--- src/hw/rtl/rpba_pkg.sv ---
// Shared types, constants and helpers of the rotating priority bank arbiter.
`default_nettype none

package rpba_pkg;

	localparam int NUM_PORTS       = 8;
	localparam int PORT_IDX_W      = 3;
	localparam int MOD_W           = 11;
	localparam int NP_W            = 4;
	localparam int NM_W            = 12;
	localparam int OUT_CNT_W       = 32;
	localparam int CFG_IDX_W       = 1;
	localparam int CFG_DATA_W      = 12;

	localparam int DEF_MAX_PROCS   = 8;
	localparam int DEF_MAX_MODULES = 2048;
	localparam int DEF_COUNT_WIDTH = 32;

	localparam logic [CFG_IDX_W-1:0] CFG_NUM_PROCS   = 1'b0;
	localparam logic [CFG_IDX_W-1:0] CFG_NUM_MODULES = 1'b1;

	typedef enum logic [1:0] {
		ST_IDLE,
		ST_VISIT,
		ST_DONE
	} state_t;

	typedef struct packed {
		logic             start_run;
		logic [MOD_W-1:0] req_module_0;
		logic [MOD_W-1:0] req_module_1;
		logic [MOD_W-1:0] req_module_2;
		logic [MOD_W-1:0] req_module_3;
		logic [MOD_W-1:0] req_module_4;
		logic [MOD_W-1:0] req_module_5;
		logic [MOD_W-1:0] req_module_6;
		logic [MOD_W-1:0] req_module_7;
	} req_item_t;

	typedef struct packed {
		logic [NUM_PORTS-1:0]  grant_mask;
		logic [NUM_PORTS-1:0]  wait_mask;
		logic [PORT_IDX_W-1:0] next_start;
		logic                  all_served;
		logic [OUT_CNT_W-1:0]  cycle_number;
	} res_item_t;

	// controller -> datapath
	typedef struct packed {
		logic load;
		logic step;
		logic emit;
	} cmd_t;

	// datapath -> controller
	typedef struct packed {
		logic last_visit;
	} status_t;

	function automatic logic [MOD_W-1:0] req_of(input req_item_t it,
	                                            input logic [PORT_IDX_W-1:0] idx);
		logic [MOD_W-1:0] r;
		unique case (idx)
			3'd0: r = it.req_module_0;
			3'd1: r = it.req_module_1;
			3'd2: r = it.req_module_2;
			3'd3: r = it.req_module_3;
			3'd4: r = it.req_module_4;
			3'd5: r = it.req_module_5;
			3'd6: r = it.req_module_6;
			3'd7: r = it.req_module_7;
			default: r = '0;
		endcase
		return r;
	endfunction

endpackage

`default_nettype wire

--- src/hw/rtl/rpba_ifs.sv ---
// Valid/ready channel interfaces for request and result beats.
`default_nettype none

interface rpba_req_if;
	logic                 valid;
	logic                 ready;
	rpba_pkg::req_item_t  data;
	modport source (output valid, output data, input ready);
	modport sink   (input valid, input data, output ready);
endinterface

interface rpba_res_if;
	logic                 valid;
	logic                 ready;
	rpba_pkg::res_item_t  data;
	modport source (output valid, output data, input ready);
	modport sink   (input valid, input data, output ready);
endinterface

`default_nettype wire

--- src/hw/rtl/rotating_priority_bank_arbiter.sv ---
// Rotating priority memory bank arbiter: one request beat in, one result beat out.
//
// Each request beat is one memory cycle: every processor names the module it wants, and
// processors are visited in rotating order from the first one denied in the previous
// cycle (the start stays put if nobody was denied). An idle processor claims its new
// request; a waiting one retries the module it holds. The first claim on a module wins,
// a loser holds its request, counts a denial and waits. The result beat carries grant and
// wait masks, the next start point, whether every processor has fewer denials than
// elapsed cycles, and the saturating cycle count of the run. Setting start_run clears the
// run before the beat is arbitrated. Module numbers at or above num_modules clamp to the
// last module; num_procs and num_modules of zero act as one and values above the maximum
// act as the maximum. A beat is captured, then each processor is visited in turn by the
// single claim unit, which compares the module against those already claimed in this
// beat, and then the output register is loaded once it is free. A new beat is taken
// as soon as the result is registered, even while it still waits to be taken downstream.
// Configuration is a plain write port and must be written only while the block is idle.
`default_nettype none

module rotating_priority_bank_arbiter #(
	parameter int MAX_PROCS   = rpba_pkg::DEF_MAX_PROCS,
	parameter int MAX_MODULES = rpba_pkg::DEF_MAX_MODULES,
	parameter int COUNT_WIDTH = rpba_pkg::DEF_COUNT_WIDTH
) (
	input  wire logic                            clk,
	input  wire logic                            arst_n,
	input  wire logic                            cfg_we,
	input  wire logic [rpba_pkg::CFG_IDX_W-1:0]  cfg_idx,
	input  wire logic [rpba_pkg::CFG_DATA_W-1:0] cfg_wdata,
	rpba_req_if.sink                             req_ch,
	rpba_res_if.source                           res_ch
);

	rpba_pkg::cmd_t    cmd;
	rpba_pkg::status_t status;

	// Sequencer: owns the handshakes and the output valid flag.
	rpba_ctrl u_ctrl (
		.clk       (clk),
		.arst_n    (arst_n),
		.req_valid (req_ch.valid),
		.req_ready (req_ch.ready),
		.res_valid (res_ch.valid),
		.res_ready (res_ch.ready),
		.status    (status),
		.cmd       (cmd)
	);

	// Datapath: configuration, per-processor state and the result register.
	rpba_datapath #(
		.MAX_PROCS   (MAX_PROCS),
		.MAX_MODULES (MAX_MODULES),
		.COUNT_WIDTH (COUNT_WIDTH)
	) u_dp (
		.clk       (clk),
		.arst_n    (arst_n),
		.cfg_we    (cfg_we),
		.cfg_idx   (cfg_idx),
		.cfg_wdata (cfg_wdata),
		.req_data  (req_ch.data),
		.cmd       (cmd),
		.status    (status),
		.res_data  (res_ch.data)
	);

	// Never overwrite a result beat that has not been taken.
	a_no_overwrite: assert property (@(posedge clk) disable iff (!arst_n)
		cmd.emit |-> (!res_ch.valid || res_ch.ready))
		else $error("result register loaded while a beat was still pending");

	// One beat in flight: after acceptance the input side drops ready.
	a_one_in_flight: assert property (@(posedge clk) disable iff (!arst_n)
		(req_ch.valid && req_ch.ready) |=> !req_ch.ready)
		else $error("request accepted while another was being arbitrated");

	// A processor is either granted or denied in a cycle, never both.
	a_masks_disjoint: assert property (@(posedge clk) disable iff (!arst_n)
		res_ch.valid |-> ((res_ch.data.grant_mask & res_ch.data.wait_mask) == '0))
		else $error("processor both granted and denied");

endmodule

`default_nettype wire

--- src/hw/rtl/rpba_ctrl.sv ---
// Sequencer: accept a beat, visit each processor once, post the result.
`default_nettype none

module rpba_ctrl (
	input  wire logic              clk,
	input  wire logic              arst_n,
	input  wire logic              req_valid,
	output logic                   req_ready,
	output logic                   res_valid,
	input  wire logic              res_ready,
	input  wire rpba_pkg::status_t status,
	output rpba_pkg::cmd_t         cmd
);

	rpba_pkg::state_t state_q, state_d;
	logic             res_valid_q;

	always_ff @(posedge clk or negedge arst_n) begin
		if (!arst_n) begin
			state_q     <= rpba_pkg::ST_IDLE;
			res_valid_q <= 1'b0;
		end else begin
			state_q <= state_d;
			if (cmd.emit) begin
				res_valid_q <= 1'b1;
			end else if (res_ready) begin
				res_valid_q <= 1'b0;
			end
		end
	end

	always_comb begin
		state_d   = state_q;
		cmd       = '0;
		req_ready = 1'b0;
		unique case (state_q)
			rpba_pkg::ST_IDLE: begin
				req_ready = 1'b1;
				if (req_valid) begin
					cmd.load = 1'b1;
					state_d  = rpba_pkg::ST_VISIT;
				end
			end
			rpba_pkg::ST_VISIT: begin
				cmd.step = 1'b1;
				if (status.last_visit) begin
					state_d = rpba_pkg::ST_DONE;
				end
			end
			rpba_pkg::ST_DONE: begin
				// hold until the output register is free
				if (!res_valid_q || res_ready) begin
					cmd.emit = 1'b1;
					state_d  = rpba_pkg::ST_IDLE;
				end
			end
			default: state_d = rpba_pkg::ST_IDLE;
		endcase
	end

	assign res_valid = res_valid_q;

endmodule

`default_nettype wire

--- src/hw/rtl/rpba_datapath.sv ---
// Arbitration datapath: per-processor state, claim check and result register.
`default_nettype none

module rpba_datapath #(
	parameter int MAX_PROCS   = rpba_pkg::DEF_MAX_PROCS,
	parameter int MAX_MODULES = rpba_pkg::DEF_MAX_MODULES,
	parameter int COUNT_WIDTH = rpba_pkg::DEF_COUNT_WIDTH
) (
	input  wire logic                                clk,
	input  wire logic                                arst_n,
	input  wire logic                                cfg_we,
	input  wire logic [rpba_pkg::CFG_IDX_W-1:0]      cfg_idx,
	input  wire logic [rpba_pkg::CFG_DATA_W-1:0]     cfg_wdata,
	input  wire rpba_pkg::req_item_t                 req_data,
	input  wire rpba_pkg::cmd_t                      cmd,
	output rpba_pkg::status_t                        status,
	output rpba_pkg::res_item_t                      res_data
);

	localparam int PW = (MAX_PROCS > 1) ? $clog2(MAX_PROCS) : 1;
	localparam int MW = rpba_pkg::MOD_W;
	localparam int CW = COUNT_WIDTH;

	// configuration
	logic [rpba_pkg::NP_W-1:0] num_procs_q;
	logic [rpba_pkg::NM_W-1:0] num_modules_q;
	logic [rpba_pkg::NP_W-1:0] np_eff;
	logic [rpba_pkg::NM_W-1:0] nm_eff;

	// run state
	logic [MW-1:0]        held_mod_q [MAX_PROCS];
	logic [MAX_PROCS-1:0] held_vld_q;
	logic [CW-1:0]        den_q      [MAX_PROCS];
	logic [CW-1:0]        elapsed_q;
	logic [PW-1:0]        start_q;

	// per-beat working state
	logic [MW-1:0]        req_q      [MAX_PROCS];
	logic [MW-1:0]        claim_q    [MAX_PROCS];
	logic [MAX_PROCS-1:0] claim_vld_q;
	logic [PW-1:0]        cur_q;
	logic [PW-1:0]        step_q;
	logic [PW-1:0]        next_q;
	logic                 seen_q;
	logic                 served_q;
	logic [rpba_pkg::NUM_PORTS-1:0] grant_q;
	logic [rpba_pkg::NUM_PORTS-1:0] wait_q;

	rpba_pkg::res_item_t  res_q;

	logic [PW-1:0]        st_sel;
	logic [PW-1:0]        first;
	logic [PW-1:0]        cur_nxt;
	logic                 hold;
	logic [MW-1:0]        m_raw;
	logic [MW-1:0]        m_clamp;
	logic                 hit;
	logic [CW-1:0]        den_cur;
	logic [CW-1:0]        den_inc;
	logic [CW-1:0]        elapsed_nxt;
	logic [rpba_pkg::OUT_CNT_W-1:0] cycle_out;
	logic [rpba_pkg::PORT_IDX_W-1:0] cur_port;

	always_comb begin
		if (num_procs_q == '0) begin
			np_eff = rpba_pkg::NP_W'(1);
		end else if (num_procs_q > rpba_pkg::NP_W'(MAX_PROCS)) begin
			np_eff = rpba_pkg::NP_W'(MAX_PROCS);
		end else begin
			np_eff = num_procs_q;
		end
		if (num_modules_q == '0) begin
			nm_eff = rpba_pkg::NM_W'(1);
		end else if (num_modules_q > rpba_pkg::NM_W'(MAX_MODULES)) begin
			nm_eff = rpba_pkg::NM_W'(MAX_MODULES);
		end else begin
			nm_eff = num_modules_q;
		end
	end

	always_comb begin
		st_sel      = req_data.start_run ? '0 : start_q;
		first       = (rpba_pkg::NP_W'(st_sel) < np_eff) ? st_sel : '0;
		elapsed_nxt = req_data.start_run ? CW'(1)
		            : ((elapsed_q == '1) ? elapsed_q : elapsed_q + CW'(1));

		cur_nxt  = (rpba_pkg::NP_W'(cur_q) + rpba_pkg::NP_W'(1) == np_eff) ? '0
		         : cur_q + PW'(1);
		cur_port = rpba_pkg::PORT_IDX_W'(cur_q);

		hold    = held_vld_q[cur_q];
		m_raw   = hold ? held_mod_q[cur_q] : req_q[cur_q];
		m_clamp = ({1'b0, m_raw} >= nm_eff) ? MW'(nm_eff - rpba_pkg::NM_W'(1)) : m_raw;

		hit = 1'b0;
		for (int i = 0; i < MAX_PROCS; i++) begin
			hit = hit | (claim_vld_q[i] && (claim_q[i] == m_clamp));
		end

		den_cur = den_q[cur_q];
		den_inc = (den_cur == '1) ? den_cur : den_cur + CW'(1);

		status.last_visit = (rpba_pkg::NP_W'(step_q) + rpba_pkg::NP_W'(1) == np_eff);
	end

	generate
		if (CW > rpba_pkg::OUT_CNT_W) begin : g_cyc_sat
			assign cycle_out = (|elapsed_q[CW-1:rpba_pkg::OUT_CNT_W]) ? '1
			                 : elapsed_q[rpba_pkg::OUT_CNT_W-1:0];
		end else begin : g_cyc_ext
			assign cycle_out = rpba_pkg::OUT_CNT_W'(elapsed_q);
		end
	endgenerate

	// configuration and run state
	always_ff @(posedge clk or negedge arst_n) begin
		if (!arst_n) begin
			num_procs_q   <= rpba_pkg::NP_W'(MAX_PROCS);
			num_modules_q <= rpba_pkg::NM_W'(MAX_MODULES);
			held_vld_q    <= '0;
			elapsed_q     <= '0;
			start_q       <= '0;
			for (int i = 0; i < MAX_PROCS; i++) begin
				den_q[i] <= '0;
			end
		end else begin
			if (cfg_we) begin
				unique case (cfg_idx)
					rpba_pkg::CFG_NUM_PROCS:   num_procs_q   <= cfg_wdata[rpba_pkg::NP_W-1:0];
					rpba_pkg::CFG_NUM_MODULES: num_modules_q <= cfg_wdata;
					default: ;
				endcase
			end
			if (cmd.load) begin
				elapsed_q <= elapsed_nxt;
				if (req_data.start_run) begin
					held_vld_q <= '0;
					start_q    <= '0;
					for (int i = 0; i < MAX_PROCS; i++) begin
						den_q[i] <= '0;
					end
				end
			end
			if (cmd.step) begin
				if (hit) begin
					held_vld_q[cur_q] <= 1'b1;
					den_q[cur_q]      <= den_inc;
				end else begin
					held_vld_q[cur_q] <= 1'b0;
				end
			end
			if (cmd.emit) begin
				start_q <= next_q;
			end
		end
	end

	// beat-local working registers
	always_ff @(posedge clk or negedge arst_n) begin
		if (!arst_n) begin
			claim_vld_q <= '0;
			cur_q       <= '0;
			step_q      <= '0;
			next_q      <= '0;
			seen_q      <= 1'b0;
			served_q    <= 1'b0;
			grant_q     <= '0;
			wait_q      <= '0;
		end else if (cmd.load) begin
			claim_vld_q <= '0;
			cur_q       <= first;
			step_q      <= '0;
			next_q      <= first;
			seen_q      <= 1'b0;
			served_q    <= 1'b1;
			grant_q     <= '0;
			wait_q      <= '0;
		end else if (cmd.step) begin
			claim_vld_q[step_q] <= 1'b1;
			cur_q               <= cur_nxt;
			step_q              <= step_q + PW'(1);
			if (hit) begin
				wait_q[cur_port] <= 1'b1;
				served_q         <= served_q & (den_inc < elapsed_q);
				if (!seen_q) begin
					next_q <= cur_q;
					seen_q <= 1'b1;
				end
			end else begin
				grant_q[cur_port] <= 1'b1;
				served_q          <= served_q & (den_cur < elapsed_q);
			end
		end
	end

	// payload: captured requests, claimed modules, held modules, result
	always_ff @(posedge clk) begin
		if (cmd.load) begin
			for (int i = 0; i < MAX_PROCS; i++) begin
				req_q[i] <= rpba_pkg::req_of(req_data, rpba_pkg::PORT_IDX_W'(i));
			end
		end
		if (cmd.step) begin
			claim_q[step_q] <= m_clamp;
			if (hit || hold) begin
				held_mod_q[cur_q] <= m_clamp;
			end
		end
		if (cmd.emit) begin
			res_q.grant_mask   <= grant_q;
			res_q.wait_mask    <= wait_q;
			res_q.next_start   <= rpba_pkg::PORT_IDX_W'(next_q);
			res_q.all_served   <= served_q;
			res_q.cycle_number <= cycle_out;
		end
	end

	assign res_data = res_q;

endmodule

`default_nettype wire
--- src/flat_wrapper.sv ---
// flat-port wrapper written by rule: the top's interface ports become plain ports
module rotating_priority_bank_arbiter_flat 
#(
	parameter int MAX_PROCS   = rpba_pkg::DEF_MAX_PROCS,
	parameter int MAX_MODULES = rpba_pkg::DEF_MAX_MODULES,
	parameter int COUNT_WIDTH = rpba_pkg::DEF_COUNT_WIDTH
)
  (clk, arst_n, cfg_we, cfg_idx, cfg_wdata, req_ch_valid, req_ch_data, req_ch_ready, res_ch_valid, res_ch_data, res_ch_ready);
  rpba_req_if req_ch_i ();
  rpba_res_if res_ch_i ();
  input  wire logic clk;
  input  wire logic arst_n;
  input  wire logic cfg_we;
  input  wire logic [rpba_pkg::CFG_IDX_W-1:0] cfg_idx;
  input  wire logic [rpba_pkg::CFG_DATA_W-1:0] cfg_wdata;
  input wire logic [$bits(req_ch_i.valid)-1:0] req_ch_valid;
  input wire logic [$bits(req_ch_i.data)-1:0] req_ch_data;
  output wire logic [$bits(req_ch_i.ready)-1:0] req_ch_ready;
  output wire logic [$bits(res_ch_i.valid)-1:0] res_ch_valid;
  output wire logic [$bits(res_ch_i.data)-1:0] res_ch_data;
  input wire logic [$bits(res_ch_i.ready)-1:0] res_ch_ready;
  assign req_ch_i.valid = req_ch_valid;
  assign req_ch_i.data = req_ch_data;
  assign req_ch_ready = req_ch_i.ready;
  assign res_ch_valid = res_ch_i.valid;
  assign res_ch_data = res_ch_i.data;
  assign res_ch_i.ready = res_ch_ready;
  rotating_priority_bank_arbiter #(.MAX_PROCS(MAX_PROCS), .MAX_MODULES(MAX_MODULES), .COUNT_WIDTH(COUNT_WIDTH)) u_core (.clk(clk), .arst_n(arst_n), .cfg_we(cfg_we), .cfg_idx(cfg_idx), .cfg_wdata(cfg_wdata), .req_ch(req_ch_i), .res_ch(res_ch_i));
endmodule
--- config.mk ---
export PLATFORM = sky130hd
export DESIGN_NAME = rotating_priority_bank_arbiter_flat
export DESIGN_NICKNAME = d
export VERILOG_FILES = /design/src/hw/rtl/rpba_pkg.sv /design/src/hw/rtl/rpba_ifs.sv /design/src/hw/rtl/rotating_priority_bank_arbiter.sv /design/src/hw/rtl/rpba_ctrl.sv /design/src/hw/rtl/rpba_datapath.sv /design/src/flat_wrapper.sv
export SDC_FILE = /design/constraint.sdc
export NUM_CORES = 1
export LEC_CHECK = 0
export ABC_AREA = 0
export BUFFER_PORTS_ARGS = -buffer_cell sky130_fd_sc_hd__buf_2
export CORE_MARGIN = 1
export CORE_UTILIZATION = 56
export DETAILED_ROUTE_END_ITERATION = 10
export PLACE_DENSITY = 0.73
export SLEW_MARGIN = 10
export SYNTH_ARGS = -nofsm -noshare
export SYNTH_HDL_FRONTEND = slang
export SYNTH_HIERARCHICAL = 1
export SYNTH_SLANG_ARGS = --single-unit
export TNS_END_PERCENT = 10
--- constraint.sdc ---
create_clock -name clk -period 5.3 [get_ports clk]
set_input_delay 0.265 -clock clk [delete_from_list [all_inputs] [get_ports clk]]
set_output_delay 0.265 -clock clk [all_outputs]
set_load 0.005 [all_outputs]
# Word-level counts from Yosys, hierarchy flattened
# Memories as Yosys holds them, arrays and structs flattened.
# Index checks and enable logic that the tools add are counted.
[word_totals]
n_memories = 3
ramBits = 264
reg_bits = 405
elab_cells = 198
[mem_list]
columns = ["name", "depth", "word_bits", "read_ports", "rd_ports_with_merged_regs", "wr", "line_no", "source"]
rows = [
  ["u_core.u_dp.claim_q", 8, 11, 8, 0, 1, "rpba_datapath.sv:39", "logic [MW-1:0] claim_q [MAX_PROCS];"],
  ["u_core.u_dp.held_mod_q", 8, 11, 1, 0, 1, "rpba_datapath.sv:31", "logic [MW-1:0] held_mod_q [MAX_PROCS];"],
  ["u_core.u_dp.req_q", 8, 11, 1, 0, 8, "rpba_datapath.sv:38", "logic [MW-1:0] req_q [MAX_PROCS];"],
]
[op_classes]
reduce_logical = 28
muxes = 83
n_bitwise = 17
eq_ne = 20
magnitude_cmp = 12
n_addsub = 7
[op_table]
columns = ["op", "count"]
rows = [
  ["256-bit two-way mux", 4],
  ["256-bit bitwise mux", 1],
  ["32-bit two-way mux", 6],
  ["11-bit two-way mux", 10],
  ["32-bit binary-select mux with 3-bit select", 1],
  ["32-bit demux with 3-bit select", 1],
  ["8-bit two-way mux", 12],
  ["11-bit == test", 8],
  ["32-bit by 1-bit adder with 32-bit output (second input constant)", 2],
  ["32-bit == test (second input constant)", 2],
  ["32-bit less-than comparator", 2],
  ["3-bit two-way mux", 13],
  ["8-bit OR", 4],
  ["1-bit two-way mux", 24],
  ["12-bit two-way mux", 2],
  ["11-bit by 12-bit greater-or-equal comparator with 1-bit output", 1],
  ["12-bit > comparator (second input constant)", 1],
  ["12-bit logical NOT", 1],
  ["1-bit logical AND", 11],
  ["11-bit by 1-bit subtractor with 11-bit output (second input constant)", 1],
  ["2-bit AND reduction", 5],
  ["3-bit by 1-bit adder with 4-bit output (second input constant)", 2],
  ["8-bit bitwise AND", 1],
  ["4-bit == test", 2],
  ["27 further kinds", 50],
]

# Longest topological paths before layout
[depth]
depth_word = 18
mapped_depth = 31
depth_no_buf = 25

# Cells and area by module
# Netlist, hierarchy kept.
[by_module_without_submodules]
columns = ["mod", "area_each_um2", "cells_per_inst", "instances"]
rows = [
  ["rpba_datapath", 32727.6, 2577, 1],
  ["rpba_ctrl", 153.9, 15, 1],
]

# Least setup slack after synthesis
# Ideal clock, no wire load.
[synth_timing]
path_type = "register to register"
start = "register u_core.u_dp.cur_q[0] (netlist: u_core/u_dp/cur_port[0])"
end = "memory u_core/u_dp/held_mod_q[0][0] in the netlist's numbering, enable pin"
setup_time_ps = 378
required_time_ps = 4922
period_less_slack_ps = 5843
path_stages_with_launch = 27
slack_ps = -543
arrival_time_ps = 5465
path_cell_list = "dfrtp_1 buf_6 buf_6 buf_6 buf_6 buf_4 o21ai_0 a211oi_1 o2bb2ai_2 inv_1 ha_1 nand2b_1 a2111oi_0 o32a_2 and2_1 clkbuf_1 buf_2 clkbuf_1 nand4_1 a221o_1 nor3b_1 nor2_1 and3_1 buf_2 and2_1 clkbuf_1 nor2_1"
[synth_via]
elab_chain_cells = 18
word_cells_on_any_way = 34
cone_classes = "order compare: 1; eq/ne: 8; mux: 7; bitwise: 7; reduce/logical: 9; memory: 2"
[synth_lines]
columns = ["item", "line_no", "source"]
rows = [
  ["start, declared", "rpba_datapath.sv:41", "logic [PW-1:0] cur_q;"],
  ["start signal, assigned", "rpba_datapath.sv:171", "cur_q <= first;"],
  ["start signal, assigned", "rpba_datapath.sv:180", "cur_q <= cur_nxt;"],
  ["1-bit binary-select mux with 3-bit select", "rpba_datapath.sv:91", "hold = held_vld_q[cur_q];"],
  ["1-bit two-way mux (implied by the code)", "rpba_datapath.sv:91", ""],
  ["11-bit two-way mux", "rpba_datapath.sv:92", "m_raw = hold ? held_mod_q[cur_q] : req_q[cur_q];"],
  ["11-bit by 12-bit greater-or-equal comparator with 1-bit output", "rpba_datapath.sv:93", "m_clamp = ({1'b0, m_raw} >= nm_eff) ? MW'(nm_eff - rpba_pkg::NM_W'(1)) : m_raw;"],
  ["11-bit two-way mux", "rpba_datapath.sv:93", ""],
  ["11-bit == test", "rpba_datapath.sv:97", "hit = hit | (claim_vld_q[i] && (claim_q[i] == m_clamp));"],
  ["1-bit logical AND", "rpba_datapath.sv:97", ""],
  ["1-bit OR (7 in series)", "rpba_datapath.sv:97", ""],
  ["1-bit logical OR", "rpba_datapath.sv:205", "if (hit || hold) begin"],
  ["1-bit two-way mux", "rpba_datapath.sv:205", ""],
  ["1-bit two-way mux", "rpba_datapath.sv:203", "if (cmd.step) begin"],
  ["1-bit two-way mux (implied by the code)", "rpba_datapath.sv:206", "held_mod_q[cur_q] <= m_clamp;"],
  ["end, declared", "rpba_datapath.sv:31", ""],
]
# Parallel ways exist; a longest one is shown, timed or not. The select of a mux whose other input is x is not followed.

# Worst setup path after layout
[layout_timing]
start = "register u_core.u_dp.cur_q[1] (netlist: u_core/u_dp/cur_port[1])"
end = "register u_core/u_dp/den_q[226] in the netlist's numbering"
[layout_via]
elab_chain_cells = 16
word_cells_on_any_way = 45
cone_classes = "add/sub: 1; order compare: 3; eq/ne: 9; mux: 13; bitwise: 8; reduce/logical: 9; memory: 2"
[layout_lines]
columns = ["item", "line_no", "source"]
rows = [
  ["1-bit binary-select mux with 3-bit select", "rpba_datapath.sv:91", ""],
  ["1-bit two-way mux (implied by the code)", "rpba_datapath.sv:91", ""],
  ["11-bit two-way mux *", "rpba_datapath.sv:92", ""],
  ["11-bit by 12-bit greater-or-equal comparator with 1-bit output", "rpba_datapath.sv:93", ""],
  ["11-bit two-way mux *", "rpba_datapath.sv:93", ""],
  ["net u_core.u_dp.m_clamp[1]", "rpba_datapath.sv:56", "logic [MW-1:0] m_clamp;"],
  ["11-bit == test", "rpba_datapath.sv:97", ""],
  ["1-bit logical AND", "rpba_datapath.sv:97", ""],
  ["1-bit OR (6 in series)", "rpba_datapath.sv:97", ""],
  ["1-bit OR *", "rpba_datapath.sv:97", ""],
  ["256-bit two-way mux *", "rpba_datapath.sv:145", "if (hit) begin"],
  ["256-bit two-way mux *", "rpba_datapath.sv:144", "if (cmd.step) begin"],
  ["end signal, assigned by index", "rpba_datapath.sv:147", "den_q[cur_q] <= den_inc;"],
  ["end, declared", "rpba_datapath.sv:33", "logic [CW-1:0] den_q [MAX_PROCS];"],
]
# Mark *: on every way through the listed nets, which the timed path passes. The rest lies on a longest branch. The select of a mux whose other input is x is not followed.
# A chain may end at the register's enable or synchronous reset.

==> impl_metrics.yaml <==
power:
  power.density_nw_per_um2: 503.9
  pwr-share-comb_pct: 42.5
  p_leak_nw: 17.33
  pwr-share-clk_pct: 24.6
  swShare_pct: 36.39
  switchingPower_mw: 7.714
  p_int_mw: 13.48
  p_seq_share_pct: 32.9
  power.total_mw: 21.20
  ir_drop_mv: 0.5238
worst_setup_path:
  cp_slowest_cell: "or4_4"
  cp_slowest_stage_delay_ns: 0.56
  start_kind: "flop"
  criticalPathCategory: "reg2reg"
  crit_top_cell: "buf_12"
  worstPathArrival_ns: 6.17
  required_ns: 5.82
  worstPathMaxFanout: 9
  cp-end-kind: "flop"
grt:
  grt_max_degree: 162
  groute.usage.overall_pct: 33.06
  antenna_found_initial: 2
  grt_pass1_vias: 24940
  grt_overflow: 0
  grt_pass1_wl_um: 149000
sta:
  slew_viol_final: 0
  period_needed_ns: 5.648
  relSlewSlack_pct: 19.81
  setup_viol: 366
  finalClockSkew_ns: 0.03324
  tightest_slew_ns: 1.198
  rsz0062_at_grt: "true"
  clock.fmax_ghz: 0.1771
  final_hold_viol_count: 0
  final.setup.worst_slack_ns: -0.3480
  fin_crit_sh_pct: 106.6
yosys:
  ys_seq_area_share_pct: 55.73
  ys.warnings.count: 6
  synth_cell_type_count: 91
  yosys.area_share.simple_pct: 10.71
  synth_edf_count: 316
  syn_area_per_cell_um2: 12.69
  synth.most_common_cell: "dfrtp_1"
  synth_area_leader_cell: "edfxtp_1"
  synth_xor_area_share_pct: 4.277
  ys.flop_type: "dfrtp_1"
  synth.top_cell.area_share_pct: 28.86
  synth_mux_area_share_pct: 16.15
  synth_nets: 2779
  synth_compound_area_share_pct: 5.925
  ys_seq_elements: 669
  synthAdderAreaFrac_pct: 3.044
  synthTopCellsByArea: "edfxtp_1, dfrtp_1, mux2i_1, mux4_2, nand2_1"
  ys_top_cells_by_count: "dfrtp_1, nand2_1, edfxtp_1"
  syn-cell-area_um2: 32880
  async_flop_share_pct: 52.77
  synth_cells: 2592
  synth_top_family_by_area: "multiplexers"
cts:
  numCtsBuffers: 73
  cts_root_buf: "clkbuf_16"
  cts_buffer_depth: 3
  htree_levels: 3
  clk_latency_ns: 0.64
  clock_sinks: 669
  path_clk_slew_ns: 0.06
  cts_tree: "built"
place:
  dp_cells: 3644
  gp_congestion: 0.9067
  numPortBuffers: 160
  dp_hpwl_um: 59310
cells_and_area:
  instances_no_fill: 3995
  nFillCells: 3673
  postLayoutCoreUtil_pct: 72.77
  seq_area_um2: 18340
  drive_above_1_share_pct: 29.16
  area_growth_pct: 27.92
  antenna_cells: 0
  final_nets: 3357
  multi_input_area_um2: 14230
route:
  drt-initial-drc-count: 2154
  drt_wl_total_um: 99700
  post_drt_wl_per_cell_um: 24.96
  drtAntennaViolNets: 0
  viasPerCell: 6.038
  drcViolationCount: 0
  firstDrtPassIters: 6
  vias: 24120
floorplanning:
  core_um2: 57810
  die_w_um: 244.3
  ios: 161
  rows: 88
  die-area_um2: 59690
  start_util_pct: 56.88
  chipHeight_um: 244.3
run:
  drv_cap: 0
min_path:
  hold_path_class: "in2reg"
outcome:
  run_status: "finished with violations"
  violations: "negative setup slack"
-- routing by layer --
layer  up-vias  GRT usage (%)  routed length (um)
met1     12090          41.22               37320
met2      1130          56.09               49450
li1      10550              -                   -
met4         0          16.05                5682
met5         -              0                   0
met3       353          5.487                7240
-- cell usage in the layout, fill, tap and decap left out, types with 78 or more instances in the layout --
cell	count
nor2_1	114
mux2i_1	292
dfrtp_1	348
buf_4	260
clkbuf_16	78
xnor2_1	89
edfxtp_1	316
buf_2	159
inv_1	110
dlygate4sd3_1	103
nand2_1	340
-- sequential cells by signal, indices dropped and copies added (netlist names), 12 cells and up --
register,flops
u_core/u_dp/num_modules_q,12
u_core/u_dp/den_q,256
u_core/u_dp/claim_q,88
u_core/u_dp/req_q,88
u_core/u_dp/held_mod_q,88
u_core/u_dp/cycle_out,32
u_core/u_dp/res_data,52
-- stage by stage --
step                      hold WS (ns)  cell area, um^2  worst slack [ns]  TNS (ns)
final                          0.08507            42060           -0.3480    -95.09
after detailed placement        0.3474            36130            -1.077   -263.05
after floorplan               -0.03059            33060          0.002003         0
after global routing           0.08165            42060           -0.4956   -148.35
after CTS                      0.07906            41070           -0.3033    -88.10
after global placement          0.3458            36130           -0.9815   -251.91
-- area by class of cell --
type	count	share of cell area [%]
Multi-Input combinational cell	1689	33.84
Tap cell	765	2.276
Sequential cell	669	43.59
Clock inverter	42	0.9876
Inverter	115	1.044
Clock buffer	93	4.834
Timing Repair Buffer	622	13.43
-- timing repair --
action	in CTS	in global routing
pin swaps	27	48
buffers inserted	61	33
gates resized for setup	46	125
hold buffers	103	0
gates cloned	16	4
endpoints found under the hold margin	201	0
endpoints found under the setup margin	373	373
-- kinds of logic (layout without fill, tap and decap cells) --
group / after synthesis / in the layout
AO/OA/AOI/OAI: 272 / 272
flip-flops: 669 / 669
multiplexers: 434 / 434
XOR/XNOR: 158 / 158
AND/OR/NAND/NOR: 732 / 745
buffers and inverters: 247 / 872
adder cells (fa/ha/maj): 80 / 80
-- worst max-delay path: cells and delay by family, from the launching register on --
kind | cells | cell delay (ns)
AND/OR/NAND/NOR | 8 | 1.70
buffers and inverters | 9 | 1.35
multiplexers | 3 | 0.75
AO/OA/AOI/OAI | 4 | 0.74
flip-flops | 1 | 0.50
adder cells (fa/ha/maj) | 1 | 0.29
XOR/XNOR | 1 | 0.14
-- power by group through the flow --
stage | sequential (mW) | clock [mW] | combinational (mW)
6_report | 6.98 | 5.21 | 9.01
5_1_grt | 7.02 | 5.47 | 9.47
4_1_cts | 6.96 | 5.24 | 8.11
3_5_place_dp | 7.05 | 0 | 7.51
3_3_place_gp | 7.03 | 0 | 7.38
2_1_floorplan | 6.90 | 0 | 4.57
-- worst paths after layout --
check / from / endpoint / slack (ns) / cells after the start
worst max-delay path: u_core/u_dp/cur_port[1] / u_core/u_dp/den_q[226] / -0.35 / 26
worst min-delay path: cfg_idx / u_core/u_dp/num_procs_q[2] / 0.09 / 3
worst max register to register: u_core/u_dp/cur_port[1] / u_core/u_dp/den_q[226] / -0.35 / 26
worst min register to register: u_core/u_dp/wait_q[6] / u_core/u_dp/res_data[42] / 0.45 / 0
max in group asynchronous: arst_n / u_core/u_dp/num_modules_q[10] / 3.63 / 3
min in group asynchronous: arst_n / u_core/u_dp/den_q[116] / 0.26 / 2
No activity file was read; power rests on OpenSTA's default activity.
